[config.mk]
export PLATFORM = sky130hd
export DESIGN_NAME = ffac_dpath
export DESIGN_NICKNAME = d
export VERILOG_FILES = /design/src/hw/rtl/ffac_pkg.sv /design/src/hw/rtl/ffac_ram.sv /design/src/hw/rtl/ffac_dpath.sv
export VERILOG_INCLUDE_DIRS = /design/src /design/src/hw/rtl
export SDC_FILE = /design/constraint.sdc
export NUM_CORES = 2
export LEC_CHECK = 0
export ABC_CLOCK_PERIOD_IN_PS = 18300
export BUFFER_PORTS_ARGS = -buffer_cell sky130_fd_sc_hd__buf_2
export CORE_MARGIN = 2
export CORE_UTILIZATION = 50
export DETAILED_ROUTE_END_ITERATION = 16
export PLACE_DENSITY = 0.75
export SLEW_MARGIN = 20
export SYNTH_ARGS = -nofsm -noshare
export SYNTH_HDL_FRONTEND = slang
export SYNTH_SLANG_ARGS = --single-unit
export TNS_END_PERCENT = 30
[constraint.sdc]
create_clock -name clock -period 18.3 [get_ports clock]
set_clock_uncertainty 0.05 [all_clocks]
set_input_delay 2.745 -clock clock [delete_from_list [all_inputs] [get_ports clock]]
set_output_delay 2.745 -clock clock [all_outputs]
set_load 0.005 [all_outputs]
[src/hw/rtl/first_fit_allocator_with_compaction_core_macros.svh]
// ----------------------------------------------------------------------------
// Assertion macros for the first-fit allocator
// Shared property shapes, clocked on clock and disabled in reset.
// ----------------------------------------------------------------------------
`ifndef FIRST_FIT_ALLOCATOR_WITH_COMPACTION_CORE_MACROS_SVH
`define FIRST_FIT_ALLOCATOR_WITH_COMPACTION_CORE_MACROS_SVH

// same-cycle implication
`define FFAC_ASSERT_NOW(lbl, ante, cons) \
   lbl: assert property (@(posedge clock) disable iff (reset) (ante) |-> (cons)) \
      else $error("allocator assertion failed");

// next-cycle implication
`define FFAC_ASSERT_NEXT(lbl, ante, cons) \
   lbl: assert property (@(posedge clock) disable iff (reset) (ante) |=> (cons)) \
      else $error("allocator assertion failed");

`endif

[src/hw/rtl/ffac_pkg.sv]
// ----------------------------------------------------------------------------
// ffac_pkg
// Codes, defaults and controller/datapath interface types of the allocator.
// ----------------------------------------------------------------------------
`default_nettype none
package ffac_pkg;

   localparam int DEF_MAX_CELLS   = 128;
   localparam int DEF_MAX_HANDLES = 128;
   localparam logic [7:0] MEM_CELLS_RESET = 8'd100;

   localparam logic [1:0] OP_ALLOC  = 2'd0;
   localparam logic [1:0] OP_ERASE  = 2'd1;
   localparam logic [1:0] OP_DEFRAG = 2'd2;

   localparam logic [1:0] ST_ALLOCATED = 2'd0;
   localparam logic [1:0] ST_NULL      = 2'd1;
   localparam logic [1:0] ST_ILLEGAL   = 2'd2;

   typedef struct packed {
      logic latch;
      logic a_init;
      logic a_step;
      logic a_hit;
      logic a_write;
      logic mark_step;
      logic e_read;
      logic e_load;
      logic e_step;
      logic d_init;
      logic d_skip;
      logic d_own_read;
      logic d_blk_read;
      logic d_move;
      logic d_step;
      logic d_advance;
      logic d_commit;
      logic rsp_ok;
      logic rsp_null;
      logic rsp_ill;
   } ffac_cmd_type;

   typedef struct packed {
      logic [1:0] op;
      logic alloc_ok;
      logic erase_ok;
      logic scan_end;
      logic scan_hit;
      logic mark_done;
      logic e_done;
      logic d_end;
      logic d_cell_used;
      logic d_owner_ok;
      logic d_start_match;
      logic d_fill_done;
   } ffac_sts_type;

endpackage
`default_nettype wire

[src/hw/rtl/ffac_ram.sv]
// ----------------------------------------------------------------------------
// ffac_ram
// Generic single-write, single-read RAM with registered read data.
// ----------------------------------------------------------------------------
`default_nettype none
module ffac_ram #(
   parameter int WIDTH = 8,
   parameter int DEPTH = 128
) (
   input  wire logic                     clock,
   input  wire logic                     wr_en,
   input  wire logic [$clog2(DEPTH)-1:0] wr_addr,
   input  wire logic [WIDTH-1:0]         wr_data,
   input  wire logic [$clog2(DEPTH)-1:0] rd_addr,
   output logic      [WIDTH-1:0]         rd_data
);

   logic [WIDTH-1:0] mem_ff [DEPTH];

   always_ff @(posedge clock) begin
      if (wr_en) begin
         mem_ff[wr_addr] <= wr_data;
      end
      rd_data <= mem_ff[rd_addr];
   end

endmodule
`default_nettype wire

[src/hw/rtl/ffac_dpath.sv]
// ----------------------------------------------------------------------------
// ffac_dpath
// Cell map, handle tables, walk counters and result register.
// ----------------------------------------------------------------------------
`default_nettype none
`include "first_fit_allocator_with_compaction_core_macros.svh"
module ffac_dpath
   import ffac_pkg::*;
#(
   parameter int MAX_CELLS   = DEF_MAX_CELLS,
   parameter int MAX_HANDLES = DEF_MAX_HANDLES
) (
   input  wire logic               clock,
   input  wire logic               reset,
   input  wire logic [1:0]         req_opcode,
   input  wire logic signed [31:0] req_operand,
   input  wire logic               csr_write,
   input  wire logic [7:0]         csr_data,
   input  wire ffac_cmd_type       cmd,
   output ffac_sts_type            sts,
   output logic                    rsp_strobe,
   output logic [1:0]              rsp_status,
   output logic [7:0]              rsp_handle
);

   localparam int CW  = $clog2(MAX_CELLS);
   localparam int NW  = CW + 1;
   localparam int HW  = $clog2(MAX_HANDLES);
   localparam int HNW = HW + 1;

   logic [7:0]         mem_cells_ff;
   logic signed [31:0] operand_ff;
   logic [HNW-1:0]     last_ff;
   logic [MAX_CELLS-1:0]   used_ff, fresh_ff;
   logic [MAX_HANDLES-1:0] live_ff;
   logic [NW-1:0]      i_ff, run_ff, run_in, w_ff, k_ff, end_ff, len_ff, start_ff;
   logic [HNW-1:0]     hndl_ff;
   logic [NW-1:0]      usable;
   logic [HW-1:0]      erase_idx, owner_idx;

   logic           own_we, tbl_we;
   logic [CW-1:0]  own_waddr, own_raddr;
   logic [HNW-1:0] own_wdata, own_rdata;
   logic [HW-1:0]  tbl_waddr, tbl_raddr;
   logic [CW-1:0]  bst_wdata, bst_rdata;
   logic [NW-1:0]  bln_wdata, bln_rdata;

   assign usable    = (32'(mem_cells_ff) > MAX_CELLS) ? NW'(MAX_CELLS) : NW'(mem_cells_ff);
   assign erase_idx = HW'(operand_ff - 32'sd1);
   assign owner_idx = HW'(own_rdata - HNW'(1));
   assign run_in    = used_ff[i_ff[CW-1:0]] ? '0 : run_ff + NW'(1);

   always_comb begin
      sts               = '0;
      sts.op            = req_opcode;
      sts.alloc_ok      = (operand_ff > 32'sd0) && (operand_ff <= $signed(32'(usable)))
                          && (32'(last_ff) < MAX_HANDLES);
      sts.erase_ok      = (operand_ff >= 32'sd1) && (operand_ff <= $signed(32'(last_ff)))
                          && live_ff[erase_idx];
      sts.scan_end      = (i_ff >= usable);
      sts.scan_hit      = (run_in == len_ff);
      sts.mark_done     = (k_ff >= end_ff);
      sts.e_done        = (k_ff >= end_ff);
      sts.d_end         = (32'(i_ff) >= MAX_CELLS);
      sts.d_cell_used   = used_ff[i_ff[CW-1:0]];
      sts.d_owner_ok    = (own_rdata >= HNW'(1)) && (own_rdata <= last_ff)
                          && (32'(own_rdata) <= MAX_HANDLES) && live_ff[owner_idx];
      sts.d_start_match = (NW'(bst_rdata) == i_ff);
      sts.d_fill_done   = (k_ff >= end_ff) || (32'(k_ff) >= MAX_CELLS);
   end

   // table port muxing: allocate and move write, erase and walk read
   always_comb begin
      own_we    = cmd.a_write | cmd.d_move;
      own_waddr = cmd.d_move ? w_ff[CW-1:0] : start_ff[CW-1:0];
      own_wdata = cmd.d_move ? hndl_ff : last_ff + HNW'(1);
      own_raddr = i_ff[CW-1:0];
      tbl_we    = cmd.a_write | cmd.d_move;
      tbl_waddr = cmd.d_move ? HW'(hndl_ff - HNW'(1)) : last_ff[HW-1:0];
      bst_wdata = cmd.d_move ? w_ff[CW-1:0] : start_ff[CW-1:0];
      // a moved block keeps its length
      bln_wdata = cmd.d_move ? bln_rdata : len_ff;
      tbl_raddr = cmd.e_read ? erase_idx : owner_idx;
   end

   ffac_ram #(.WIDTH(HNW), .DEPTH(MAX_CELLS)) u_owner (
      .clock(clock), .wr_en(own_we), .wr_addr(own_waddr), .wr_data(own_wdata),
      .rd_addr(own_raddr), .rd_data(own_rdata)
   );

   ffac_ram #(.WIDTH(CW), .DEPTH(MAX_HANDLES)) u_bstart (
      .clock(clock), .wr_en(tbl_we), .wr_addr(tbl_waddr), .wr_data(bst_wdata),
      .rd_addr(tbl_raddr), .rd_data(bst_rdata)
   );

   ffac_ram #(.WIDTH(NW), .DEPTH(MAX_HANDLES)) u_blen (
      .clock(clock), .wr_en(tbl_we), .wr_addr(tbl_waddr), .wr_data(bln_wdata),
      .rd_addr(tbl_raddr), .rd_data(bln_rdata)
   );

   // walk registers carry payload only
   always_ff @(posedge clock) begin
      if (cmd.latch) begin
         operand_ff <= req_operand;
         len_ff     <= NW'(req_operand);
      end
      if (cmd.a_init) begin
         i_ff   <= '0;
         run_ff <= '0;
      end
      if (cmd.a_step) begin
         i_ff   <= i_ff + NW'(1);
         run_ff <= run_in;
      end
      if (cmd.a_hit) begin
         start_ff <= i_ff + NW'(1) - len_ff;
         k_ff     <= i_ff + NW'(1) - len_ff;
         end_ff   <= i_ff + NW'(1);
      end
      if (cmd.mark_step || cmd.e_step || cmd.d_step) begin
         k_ff <= k_ff + NW'(1);
      end
      if (cmd.e_load) begin
         k_ff   <= NW'(bst_rdata);
         end_ff <= NW'(bst_rdata) + bln_rdata;
      end
      if (cmd.d_init) begin
         i_ff     <= '0;
         w_ff     <= '0;
         fresh_ff <= '0;
      end
      if (cmd.d_skip) begin
         i_ff <= i_ff + NW'(1);
      end
      if (cmd.d_blk_read) begin
         hndl_ff <= own_rdata;
      end
      if (cmd.d_move) begin
         len_ff <= bln_rdata;
         k_ff   <= w_ff;
         end_ff <= w_ff + bln_rdata;
      end
      if (cmd.d_step) begin
         fresh_ff[k_ff[CW-1:0]] <= 1'b1;
      end
      if (cmd.d_advance) begin
         w_ff <= end_ff;
         i_ff <= i_ff + len_ff;
      end
      if (cmd.rsp_ok || cmd.rsp_null || cmd.rsp_ill) begin
         rsp_status <= cmd.rsp_ok ? ST_ALLOCATED : (cmd.rsp_null ? ST_NULL : ST_ILLEGAL);
         rsp_handle <= cmd.rsp_ok ? 8'(last_ff) : 8'd0;
      end
   end

   always_ff @(posedge clock) begin
      if (reset) begin
         mem_cells_ff <= MEM_CELLS_RESET;
         last_ff      <= '0;
         used_ff      <= '0;
         live_ff      <= '0;
         rsp_strobe   <= 1'b0;
      end else begin
         rsp_strobe <= cmd.rsp_ok | cmd.rsp_null | cmd.rsp_ill;
         if (csr_write) begin
            mem_cells_ff <= csr_data;
         end
         if (cmd.a_write) begin
            live_ff[last_ff[HW-1:0]] <= 1'b1;
            last_ff                  <= last_ff + HNW'(1);
         end
         if (cmd.mark_step) begin
            used_ff[k_ff[CW-1:0]] <= 1'b1;
         end
         if (cmd.e_load) begin
            live_ff[erase_idx] <= 1'b0;
         end
         if (cmd.e_step) begin
            used_ff[k_ff[CW-1:0]] <= 1'b0;
         end
         if (cmd.d_commit) begin
            used_ff <= fresh_ff;
         end
      end
   end

   `FFAC_ASSERT_NOW(a_one_rsp, 1'b1, $onehot0({cmd.rsp_ok, cmd.rsp_null, cmd.rsp_ill}))
   `FFAC_ASSERT_NOW(a_last_cap, 1'b1, 32'(last_ff) <= MAX_HANDLES)
   `FFAC_ASSERT_NEXT(a_fail_zero, cmd.rsp_null || cmd.rsp_ill, rsp_strobe && rsp_handle == 8'd0)
   `FFAC_ASSERT_NOW(a_mark_range, cmd.mark_step, k_ff < end_ff && k_ff < usable)

endmodule
`default_nettype wire

==> key figures <==
Worst setup path
  – Arr. time, crit path: 5530 ps
  – Kind of critical path: reg2out
  – Max FO, Critical Path: 45
  – Crit. End Element: primary output
  – Worst setup SP type: register
  – CP required: 15510 ps

Synthesis
  – YS warnings: 0
  – Share of the yosys chip area belonging to registers: a little over 70%
  – Post-synth EDFFs: roughly 3000
  – Most common library cells after synthesis: 3049 x edfxtp_1, 679 x mux4_2, 665 x a21oi_1
  – Synth cell types: between 70 and 80
  – Mapped Area: 141400 um2
  – Mean Syn Cell Area: roughly 17 um2
  – Syn Inst Count: 8304
  – Flops & latches, synth: 3473
  – Main synth FF type: edfxtp_1
  – Top cell type's share of synthesized area: 64.76%
  – Synthesized Nets: 8451
  – Count leader, synth: edfxtp_1
  – Synth area leaders: edfxtp_1 65%, mux4_2 11%, dfxtp_1 6.0%
  – FFs w/ async S/R, synth: 0%
  – Area leader, netlist: edfxtp_1

Clock network
  – Post-CTS Setup Inserts: 0
  – # resized after CTS: 0
  – Hold buffer count at cts: 0
  – CTS clk-pin slew, worst paths: about 60 ps
  – CTS HTree Levels: 5
  – CTS tree: built
  – Clock Sinks: 3473
  – Root buf cell: clkbuf_16
  – CTS buffer count: 346
  – Clock latency on the worst-skew pair: about 950 ps
  – CTS max path bufs: 4

Global routing
  – First-pass GRT wire length: 516300 um
  – Vias in the first global route: 78730
  – Largest net degree at the start of global routing: 158
  – Total track usage: between 20% and 30%
  – GRT overflow: 0
  – Antenna violations before repair: 16

Drt
  – DR pass1 iterations: 6
  – Iter 0 DRT Violations: 10330
  – Detail Route Antenna Nets: 0
  – Residual DRC: 0
  – DR vias/cell: between 6 and 7
  – Final wirelength: between 300000 and 400000 um
  – Wirelength per Cell: 28.21 um
  – Via count: roughly 80000

Place
  – Routability congestion estimate: 0.8858
  – HPWL after DPL: ~200000 um
  – IO buf count: 83
  – Pre-CTS setup slack: 9787 ps

STA
  – RSZ-0062 raised after global routing: no
  – Fin worst setup slack: 9979 ps
  – Hold_ws: 402.9 ps
  – Final hold viol count: 0
  – Tmin final: 8321 ps
  – Setup violators final: 0
  – Pins Over Slew Limit: 0
  – Slew HR: roughly 18%
  – Setup TNS: 0 ps
  – Final Cycle Share: 45.47%
  – Worst-Margin Slew: 1236 ps
  – Fmax: approximately 0.12 GHz

Floorplanning
  – Std-Cell Rows: 195
  – DIE AREA: 287000 um2
  – Die Ht: 535.7 um
  – Chip width: 535.7 um
  – Core area: 281800 um2
  – Starting density of the core: 50.17%
  – I/O pins: around 90

Flow run
  – Max-Cap Viols: 0

Power
  – Peak VDD IR: 0.1392 mV
  – Static leakage: 50.12 nW
  – P per Cell Area: 147.2 nW/um2

Finish
  – Share of cells above drive strength 1: 19.31%
  – Fin nets: 8596
  – Final core utilization: a little under three fifths
  – Fill count: 20630
  – Synth-to-Final Area Change: 11.35%

Run status
  – Status: complete, no violations

Min path
  – Hold/Removal Path Class: reg2reg
worst paths after layout:
kind | start | endpoint | slack (ps) | cells past startpoint
worst min register to register | fresh_ff[27]$_DFF_P_ | used_ff[27]$_SDFF_PP0_ | 400 | 2
worst min-delay path | fresh_ff[27]$_DFF_P_ | used_ff[27]$_SDFF_PP0_ | 400 | 2
worst max-delay path | i_ff[0]$_DFFE_PP_ | sts[7] | 9980 | 12
worst max register to register | u_owner.rd_data[0]$_DFF_P_ | u_blen.rd_data[4]$_DFF_P_ | 11270 | 13
worst max-delay path, cell delays in order, from the launching register on:
cell	delay, ps
edfxtp_1	630
buf_4	710
buf_4	760
mux4_2	600
nor2b_1	150
nor3b_1	260
a211oi_1	100
a211oi_2	370
o32ai_4	260
a21oi_1	200
o32ai_1	90
and4_1	230
buf_2	190
kinds of logic after synthesis:
group           Yosys count  share of synthesized area (%)
flops                  3473                          70.77
simple gates           1053                          3.322
fa+ha+maj                82                         0.7470
buf+inv                 738                          2.569
xor+xnor                 83                         0.5461
compound gates         1713                          7.701
mux                    1162                          14.35
registers in the layout, summed over array words and instances (netlist names), 32 cells and up:
name	cells
u_owner.mem_ff	1024
u_blen.mem_ff	1024
u_bstart.mem_ff	896
used_ff	128
fresh_ff	128
operand_ff	32
live_ff	128
cell usage in the layout, fill, tap and decap left out, types with 23 or more instances in the layout:
| cell type | instances |
|---|---|
| clkinv_1 | 72 |
| bufinv_16 | 23 |
| xor2_1 | 26 |
| nor2b_1 | 141 |
| inv_1 | 199 |
| clkbuf_16 | 350 |
| nand2_1 | 209 |
| o22ai_1 | 205 |
| buf_2 | 79 |
| xnor2_1 | 54 |
| a211oi_1 | 509 |
| a21o_1 | 52 |
| mux2_2 | 60 |
| dfxtp_1 | 423 |
| a21oi_1 | 665 |
| nor2_2 | 40 |
| clkbuf_1 | 68 |
| a22oi_1 | 26 |
| o221ai_1 | 65 |
| nor3_1 | 29 |
| buf_4 | 233 |
| ha_1 | 78 |
| o21ai_0 | 83 |
| clkinv_2 | 62 |
| mux2i_1 | 397 |
| edfxtp_1 | 3049 |
| nor2_1 | 488 |
| mux4_2 | 679 |
| nand3_1 | 32 |
area by class of cell:
class                           count  area (um2)  share of cell area, %
Inverter                          206       788.3                 0.5007
Tap cell                         3743        4683                  2.975
Clock inverter                    201        2074                  1.318
Timing Repair Buffer              329        2481                  1.576
Sequential cell                  3473      100000                  63.56
Multi-Input combinational cell   4093       38180                  24.26
Clock buffer                      427        9138                  5.805
Antenna cell                        8       20.02                0.01272
per-stage QoR:
step                cell area [um2]  total power, mW  instances
global route                 157400            23.90      12480
CTS                          157200            23.16      12470
detailed placement           146000            16.23      11840
global placement             146000            16.09      11840
floorplan                    141400            14.19       8304
finish                       157400            23.17      12480
power by group:
part | switching (mW) | internal (mW)
clock | 3.06 | 3.92
combinational | 4.33 | 2.29
sequential | 0.194 | 9.38
metal layers:
| metal | up-vias | routed length (um) | track usage, % |
|---|---|---|---|
| met3 | 847 | 36610 | 4.972 |
| met1 | 40590 | 132600 | 32.46 |
| met2 | 4697 | 167200 | 38.18 |
| met4 | 14 | 15580 | 10.15 |
| met5 | - | 97 | 0 |
| li1 | 33510 | - | - |
Note: power is estimated with default switching activity, not from simulation.
