`config.mk`:
```
export PLATFORM = sky130hd
export DESIGN_NAME = ffac_ctrl
export DESIGN_NICKNAME = d
export VERILOG_FILES = /design/src/hw/rtl/first_fit_allocator_with_compaction_core_macros.svh /design/src/hw/rtl/ffac_pkg.sv /design/src/hw/rtl/ffac_ctrl.sv
export SDC_FILE = /design/constraint.sdc
export NUM_CORES = 1
export LEC_CHECK = 0
export BUFFER_PORTS_ARGS = -buffer_cell sky130_fd_sc_hd__buf_2
export CAP_MARGIN = 20
export CORE_MARGIN = 3
export CORE_UTILIZATION = 41
export CTS_CLUSTER_DIAMETER = 100
export DETAILED_ROUTE_END_ITERATION = 10
export HOLD_SLACK_MARGIN = 0.02
export PLACE_DENSITY = 0.77
export SKIP_CTS_REPAIR_TIMING = 1
export SLEW_MARGIN = 10
export SYNTH_ARGS = -nofsm -noshare
export SYNTH_HDL_FRONTEND = slang
export SYNTH_SLANG_ARGS = --single-unit
```
`constraint.sdc`:
```
create_clock -name clock -period 2.1 [get_ports clock]
set_clock_uncertainty 0.05 [all_clocks]
set_input_delay 0.105 -clock clock [delete_from_list [all_inputs] [get_ports clock]]
set_output_delay 0.105 -clock clock [all_outputs]
set_load 0.01 [all_outputs]
```
`src/hw/rtl/first_fit_allocator_with_compaction_core_macros.svh`:
```
// ----------------------------------------------------------------------------
// Assertion macros for the first-fit allocator
// Shared property shapes, clocked on clock and disabled in reset.
// ----------------------------------------------------------------------------
`ifndef FIRST_FIT_ALLOCATOR_WITH_COMPACTION_CORE_MACROS_SVH
`define FIRST_FIT_ALLOCATOR_WITH_COMPACTION_CORE_MACROS_SVH

// same-cycle implication
`define FFAC_ASSERT_NOW(lbl, ante, cons) \
   lbl: assert property (@(posedge clock) disable iff (reset) (ante) |-> (cons)) \
      else $error("allocator assertion failed");

// next-cycle implication
`define FFAC_ASSERT_NEXT(lbl, ante, cons) \
   lbl: assert property (@(posedge clock) disable iff (reset) (ante) |=> (cons)) \
      else $error("allocator assertion failed");

`endif

```
`src/hw/rtl/ffac_pkg.sv`:
```
// ----------------------------------------------------------------------------
// ffac_pkg
// Codes, defaults and controller/datapath interface types of the allocator.
// ----------------------------------------------------------------------------
`default_nettype none
package ffac_pkg;

   localparam int DEF_MAX_CELLS   = 128;
   localparam int DEF_MAX_HANDLES = 128;
   localparam logic [7:0] MEM_CELLS_RESET = 8'd100;

   localparam logic [1:0] OP_ALLOC  = 2'd0;
   localparam logic [1:0] OP_ERASE  = 2'd1;
   localparam logic [1:0] OP_DEFRAG = 2'd2;

   localparam logic [1:0] ST_ALLOCATED = 2'd0;
   localparam logic [1:0] ST_NULL      = 2'd1;
   localparam logic [1:0] ST_ILLEGAL   = 2'd2;

   typedef struct packed {
      logic latch;
      logic a_init;
      logic a_step;
      logic a_hit;
      logic a_write;
      logic mark_step;
      logic e_read;
      logic e_load;
      logic e_step;
      logic d_init;
      logic d_skip;
      logic d_own_read;
      logic d_blk_read;
      logic d_move;
      logic d_step;
      logic d_advance;
      logic d_commit;
      logic rsp_ok;
      logic rsp_null;
      logic rsp_ill;
   } ffac_cmd_type;

   typedef struct packed {
      logic [1:0] op;
      logic alloc_ok;
      logic erase_ok;
      logic scan_end;
      logic scan_hit;
      logic mark_done;
      logic e_done;
      logic d_end;
      logic d_cell_used;
      logic d_owner_ok;
      logic d_start_match;
      logic d_fill_done;
   } ffac_sts_type;

endpackage
`default_nettype wire

```
`src/hw/rtl/ffac_ctrl.sv`:
```
// ----------------------------------------------------------------------------
// ffac_ctrl
// Sequencer for allocate, erase and defragment over the datapath.
// ----------------------------------------------------------------------------
`default_nettype none
module ffac_ctrl
   import ffac_pkg::*;
(
   input  wire logic         clock,
   input  wire logic         reset,
   input  wire logic         start,
   output logic              busy,
   input  wire ffac_sts_type sts,
   output ffac_cmd_type      cmd
);

   typedef enum logic [3:0] {
      S_IDLE, S_A_CHK, S_A_SCAN, S_A_WRITE, S_A_MARK,
      S_E_CHK, S_E_LOAD, S_E_CLR,
      S_D_INIT, S_D_CHK, S_D_OWN, S_D_BLK, S_D_FILL
   } state_type;

   state_type state_ff, state_in;

   always_comb begin
      cmd      = '0;
      state_in = state_ff;
      unique case (state_ff)
         S_IDLE: begin
            if (start) begin
               cmd.latch = 1'b1;
               unique case (sts.op)
                  OP_ALLOC:  state_in = S_A_CHK;
                  OP_ERASE:  state_in = S_E_CHK;
                  OP_DEFRAG: state_in = S_D_INIT;
                  default:   state_in = S_IDLE;
               endcase
            end
         end
         S_A_CHK: begin
            if (sts.alloc_ok) begin
               cmd.a_init = 1'b1;
               state_in   = S_A_SCAN;
            end else begin
               cmd.rsp_null = 1'b1;
               state_in     = S_IDLE;
            end
         end
         S_A_SCAN: begin
            if (sts.scan_end) begin
               cmd.rsp_null = 1'b1;
               state_in     = S_IDLE;
            end else if (sts.scan_hit) begin
               cmd.a_hit = 1'b1;
               state_in  = S_A_WRITE;
            end else begin
               cmd.a_step = 1'b1;
            end
         end
         S_A_WRITE: begin
            cmd.a_write = 1'b1;
            state_in    = S_A_MARK;
         end
         S_A_MARK: begin
            if (sts.mark_done) begin
               cmd.rsp_ok = 1'b1;
               state_in   = S_IDLE;
            end else begin
               cmd.mark_step = 1'b1;
            end
         end
         S_E_CHK: begin
            if (sts.erase_ok) begin
               cmd.e_read = 1'b1;
               state_in   = S_E_LOAD;
            end else begin
               cmd.rsp_ill = 1'b1;
               state_in    = S_IDLE;
            end
         end
         S_E_LOAD: begin
            cmd.e_load = 1'b1;
            state_in   = S_E_CLR;
         end
         S_E_CLR: begin
            if (sts.e_done) begin
               state_in = S_IDLE;
            end else begin
               cmd.e_step = 1'b1;
            end
         end
         S_D_INIT: begin
            cmd.d_init = 1'b1;
            state_in   = S_D_CHK;
         end
         S_D_CHK: begin
            if (sts.d_end) begin
               cmd.d_commit = 1'b1;
               state_in     = S_IDLE;
            end else if (sts.d_cell_used) begin
               cmd.d_own_read = 1'b1;
               state_in       = S_D_OWN;
            end else begin
               cmd.d_skip = 1'b1;
            end
         end
         S_D_OWN: begin
            if (sts.d_owner_ok) begin
               cmd.d_blk_read = 1'b1;
               state_in       = S_D_BLK;
            end else begin
               cmd.d_skip = 1'b1;
               state_in   = S_D_CHK;
            end
         end
         S_D_BLK: begin
            if (sts.d_start_match) begin
               cmd.d_move = 1'b1;
               state_in   = S_D_FILL;
            end else begin
               cmd.d_skip = 1'b1;
               state_in   = S_D_CHK;
            end
         end
         S_D_FILL: begin
            if (sts.d_fill_done) begin
               cmd.d_advance = 1'b1;
               state_in      = S_D_CHK;
            end else begin
               cmd.d_step = 1'b1;
            end
         end
         default: state_in = S_IDLE;
      endcase
   end

   always_ff @(posedge clock) begin
      if (reset) begin
         state_ff <= S_IDLE;
      end else begin
         state_ff <= state_in;
      end
   end

   assign busy = (state_ff != S_IDLE);

endmodule
`default_nettype wire

```
==> run metrics, run 1 <==
status=finished clean; Yosys top cell area share=13.33%; top cell type by total area after synthesis=dfxtp_1; core area=between 1000 and 1500 µm²; synthesized net count=102; Critical Path RT=2.19 ns; hold crit path type=in2reg; period utilization=approximately 90%; max-slew violations=0; share of post-route cells with drive strength above 1=a little over two fifths; Final TNS setup=0 ns; Post-synth EDFFs=0; vias in the first global route=between 600 and 700; Worst-path clk slew=around 0.040 ns; GR peak layer=met2; R2R cell count=5; Synth cell types=34; minimum clock period=about 1.9 ns; pwr dens=1001 nW/µm²; post-synthesis sequential area ratio=between 10% and 20%; critical path data arrival time=about 2.0 ns; GR Overflow Total=0; worst-case clock buffer depth=2; crit end category=flop; CP Depth=5; row cnt=13; endpoints failing hold=0; CP startpoint kind=flop; Largest Register=state_ff; power share of the combinational group=64.6%; worst setup path class=reg2reg; Worst setup endpoint=state_ff[2]$_SDFFE_PP0P_; largest net degree at the start of global routing=21; first-pass detailed-route iteration total=4; Inserted Clock Buffers=3; GR Util met3=4.065%; Root Buffer=clkbuf_4; leakage power=roughly 0.42 nW; latest clock arrival within the worst-skew pair=0.24 ns; Psw=roughly 0.00041 W; initial drt markers=9; ANT nets after route=0; H-tree levels=1; Max transition margin=66.36%; Final setup viols=0; first-pass GRT wire length=2697 µm; actual slew at the worst max-slew pin=0.5039 ns; Critical Path Slowest Stage Cell=dfxtp_1; routing usage on met1=20.73%; CP max stage delay=0.63 ns; ys async rst share=0%; Design Area, Final=~820 µm²; Port Buffers=36; Inst Count DP=135; Tot Pwr=0.0008244 W; Place WS=0.1730 ns; gr usage total=18.40%; worst setup margin=0.1664 ns; Placer Congestion=between 0.8 and 0.9; RSZ-0062 raised after global routing=false; routed via count=slightly below 800; DRC violations left=0; Initial Utilization=around 45%; fin nets=141; max cap viols=0; reg2reg start=state_ff[0]$_SDFFE_PP0P_; WL/cell=roughly 13 µm; Layout Cells excl Fill=138; WP buf/inv=0; WL final=1779 µm; clock sinks=4; critical path fanouts, max=17; Placement Cell Area=794.5 µm²; top cells by area, synth=dfxtp_1 13%, nor3_1 6.7%, nor2_1 6.3%, a21oi_1 5.0%, nor3b_1 5.0%; switch share=49.93%; Synth Instances=86; Top Registers=state_ff (4); CP Launch Point=state_ff[0]$_SDFFE_PP0P_; Top Family by Delay on Critical Path=simple AND/OR/NAND/NOR gates; Seq cells post-synth=4; reg-to-reg endpoint=state_ff[2]$_SDFFE_PP0P_; Die Y-Extent=44.27 µm; Worst R2R Setup Slack=0.17 ns; die area=about 2000 µm²; crit-path cells=nor3b_1 > and3b_4 > nor4_4 > nor2_1 > a211oi_1; clock share of power=11.9%; Area Growth Syn to Fin=37.08%; max reg flops=4; Die Span X=44.27 µm; met2 Resource Use GR=34.01%; Vias/cell=~5.6; Mapped Avg Cell Area=6.983 µm²; # diodes=0; Main synth FF type=dfxtp_1; CTS tree=built; Post-Syn Area=600.6 µm²; DP HPWL=1411 µm; maximum VDD drop=503.3 µV; fmax=517.2 MHz; count of warnings emitted by yosys=0; I/O pins=37; cell internal pwr=just over 0.0004 W; Seq pwr share=about a quarter; initial antenna violation count=0
==> per-stage QoR <==
stage	hold WS [ns]	utilization [%]
final	0.02431	61.73
after detailed placement	0.2751	59.57
after floorplan	0.1241	-
after CTS	0.02708	61.26
after global routing	0.03159	61.73
after global placement	0.2613	59.57
==> synthesized netlist by cell type, types with 2 or more instances <==
| cell | count |
|---|---|
| and2_1 | 3 |
| nor3_1 | 8 |
| and3_1 | 4 |
| nor2_1 | 10 |
| a21oi_1 | 6 |
| mux2i_1 | 2 |
| and3b_1 | 2 |
| clkbuf_1 | 3 |
| nor2b_1 | 4 |
| o21ai_0 | 5 |
| a211oi_1 | 2 |
| dfxtp_1 | 4 |
| nand2_1 | 3 |
| nor3b_1 | 4 |
| nand2b_1 | 4 |
| inv_1 | 3 |
| a311oi_1 | 2 |
==> cells by family (layout without fill, tap and decap cells) <==
kind of cell,after synthesis,after routing,synth area share (%)
multiplexers,3,3,5.208
buffers and inverters,9,46,7.708
flip-flops,4,4,13.33
AND/OR/NAND/NOR,51,51,52.29
AO/OA/AOI/OAI,19,19,21.46
==> metal layers <==
layer | routed length [µm] | vias up
li1 | - | 387
met2 | 842 | 39
met1 | 746 | 345
met5 | 0 | -
met4 | 30 | 0
met3 | 159 | 6
==> final cells by class <==
| class | count | area (µm²) |
|---|---|---|
| clock buffers | 3 | 22.52 |
| well taps | 15 | 18.77 |
| fillers | 135 | 510.5 |
| inverters | 3 | 11.26 |
| flip-flops and latches | 4 | 81.33 |
| multi-input cells | 73 | 479.2 |
| repair buffers | 40 | 210.2 |
==> layout by cell type, fill, tap and decap left out, types with 2 or more instances in the layout <==
cell type  synthesis  layout
and2_1             3       3
nor3b_1            4       4
o21ai_0            5       5
nor3_1             8       7
nand2b_1           4       4
and3_1             4       4
mux2i_1            2       2
and3b_1            2       2
a211oi_1           2       2
nor2_1            10      10
clkbuf_4           0       3
inv_1              3       3
nor2b_1            4       4
buf_4              1       4
a311oi_1           2       2
dfxtp_1            4       3
a21oi_1            6       6
buf_2              1      36
nand2_1            3       3
==> power groups by stage <==
stage / Sequential, W / Combinational (W) / Clock, W
3_3_place_gp: 0.000190 / 0.000513 / 0
4_1_cts: 0.000191 / 0.000530 / 0.0000982
3_5_place_dp: 0.000192 / 0.000527 / 0
5_1_grt: 0.000206 / 0.000587 / 0.000100
2_1_floorplan: 0.000126 / 0.000440 / 0
6_report: 0.000194 / 0.000533 / 0.0000980
==> worst min path at each step <==
stage / start / to / slack [ns] / cells past startpoint
6_report: reset / state_ff[1]$_SDFFE_PP0P_ / 0.02 / 2
5_1_grt: reset / state_ff[1]$_SDFFE_PP0P_ / 0.03 / 2
4_1_cts: reset / state_ff[0]$_SDFFE_PP0P_ / 0.03 / 2
3_5_place_dp: reset / state_ff[0]$_SDFFE_PP0P_ / 0.28 / 2
3_3_place_gp: reset / state_ff[0]$_SDFFE_PP0P_ / 0.26 / 2
2_1_floorplan: reset / state_ff[0]$_SDFFE_PP0P_ / 0.12 / 1
Power figures use the tool's default switching activity.
==> run 2: changes to the inputs <==
Settings changed: CORE_MARGIN 3 to 1.5.
==> run 2 against run 1 <==
Maximum frequency grew 2.6%. Power about the same. Non-clock buffer count rose by 2. Critical path depth did not move.
==> run metrics, run 2 (synthesis results as in run 1) <==
status=finished clean; I/O pins=37 (unchanged); ANT nets after route=0 (unchanged); # diodes=0 (unchanged); Final TNS setup=0 ns (unchanged); core area=1334 µm² (unchanged); initial drt markers=15 (+6); CP max stage delay=0.53 ns (-0.10 ns); gr usage total=20.36% (+2.0 points); worst-case clock buffer depth=2 (unchanged); max reg flops=4 (unchanged); maximum VDD drop=548.0 µV (+8.9%); routing usage on met1=28.30% (+7.6 points); WL final=1631 µm (-8.3%); routed via count=760 (-2.2%); Vias/cell=5.429 (-3.6%); Placer Congestion=0.7952 (-7.1%); Root Buffer=clkbuf_4; fin nets=143 (+1.4%); Max transition margin=67.13% (+0.77 points); leakage power=0.4322 nW (+2.3%); endpoints failing hold=0 (unchanged); max-slew violations=0 (unchanged); most common cell after layout, fill and taps aside=buf_2; actual slew at the worst max-slew pin=0.4924 ns (-0.01155 ns); minimum clock period=1.885 ns (-0.04891 ns); crit end category=primary output; first-pass GRT wire length=2346 µm (-13%); Final setup viols=0 (unchanged); GR Util met3=3.261% (-0.80 points); period utilization=89.75% (-2.3 points); CP startpoint kind=flop; worst setup path class=reg2out; GR Overflow Total=0 (unchanged); H-tree levels=1 (unchanged); pwr dens=985.0 nW/µm² (-1.6%); largest net degree at the start of global routing=18 (-14%); crit-path cells=buf_4 > nand4bb_1 > nor3_2 > a31o_2 > buf_2; met2 Resource Use GR=34.77% (+0.75 points); fmax=530.6 MHz (+2.6%); GR peak layer=met2; Placement Cell Area=809.5 µm² (+1.9%); max cap viols=0 (unchanged); Design Area, Final=837.1 µm² (+1.7%); share of post-route cells with drive strength above 1=42.40% (+0.12 points); CTS tree=built; initial antenna violation count=0 (unchanged); Initial Utilization=45.03% (unchanged); DP HPWL=1304 µm (-7.5%); Die Span X=41.27 µm (-6.8%); Top Registers=state_ff (4); Die Y-Extent=41.27 µm (-6.8%); Area Growth Syn to Fin=39.38%; Largest Register=state_ff; critical path data arrival time=1.73 ns (-0.29 ns); DRC violations left=0 (unchanged); Inserted Clock Buffers=3 (unchanged); critical path fanouts, max=11 (-6); vias in the first global route=573 (-11%); Port Buffers=36 (unchanged); row cnt=13 (unchanged); WL/cell=11.65 µm (-9.6%); Min Hold Slack=0.03824 ns (+0.01393 ns); clock sinks=4 (unchanged); Critical Path RT=1.95 ns (-0.24 ns); commonest non-fill, non-tap cells in the layout=36 x buf_2, 10 x nor2_1, 7 x nor3_1; latest clock arrival within the worst-skew pair=0.22 ns (-0.02 ns); first-pass detailed-route iteration total=4 (unchanged); RSZ-0062 raised after global routing=false; Core Util, Final=62.76% (+1.0 points); hold crit path type=in2reg; Worst-path clk slew=0.04 ns (about the same); Critical Path Slowest Stage Cell=dfxtp_1; die area=1703 µm² (-13%); Layout fillers=133 (-1.5%)
==> run 2: cell types whose count changed in the layout (fill, tap and decap cells not counted), sizes merged <==
cell / before / now
buf: 40 / 42
==> run 2: final cells by class <==
class | count | area (µm²) | area share [%]
multi-input cells | 73 | 479.2 | 57.25
repair buffers | 42 | 225.2 | 26.91
inverters | 3 | 11.26 | 1.345
well taps | 15 | 18.77 | 2.242
clock buffers | 3 | 22.52 | 2.691
flip-flops and latches | 4 | 80.08 | 9.567
==> run 2: metal layers <==
metal	share of wire [%]	vias to the layer above
li1	-	392
met1	47	331
met2	45	37
met3	7.9	0
met4	0	0
met5	0	-
==> run 2: power breakdown <==
part	switching, W	internal, W	total (W)
Sequential	0.0000923	0.000103	0.000196
Combinational	0.000278	0.000261	0.000539
Clock	0.0000260	0.0000636	0.0000896
Total	0.000397	0.000428	0.000824
==> run 2: per-stage QoR <==
step	setup slack, ns	power (W)	cells
floorplan	0.5306	0.0005662	86
global placement	0.2183	0.0007254	137
detailed placement	0.2259	0.0007309	137
CTS	0.06185	0.0008258	140
global route	0.08009	0.0009095	140
finish	0.2153	0.0008245	140
==> run 2: worst max-delay path, delay by kind of cell, from the launching register on <==
kind,cells,cell delay (ns)
AO/OA/AOI/OAI,1,0.15
buffers and inverters,2,0.34
flip-flops,1,0.53
AND/OR/NAND/NOR,2,0.48
==> run 2: final timing paths <==
check	startpoint	end	slack [ns]	cells past startpoint
hold reg to reg	state_ff[1]$_SDFFE_PP0P_	state_ff[1]$_SDFFE_PP0P_	0.64	2
hold / removal	reset	state_ff[0]$_SDFFE_PP0P_	0.04	2
setup / recovery	state_ff[3]$_SDFFE_PP0P_	cmd[9]	0.22	5
setup reg to reg	state_ff[2]$_SDFFE_PP0P_	state_ff[0]$_SDFFE_PP0P_	0.25	5
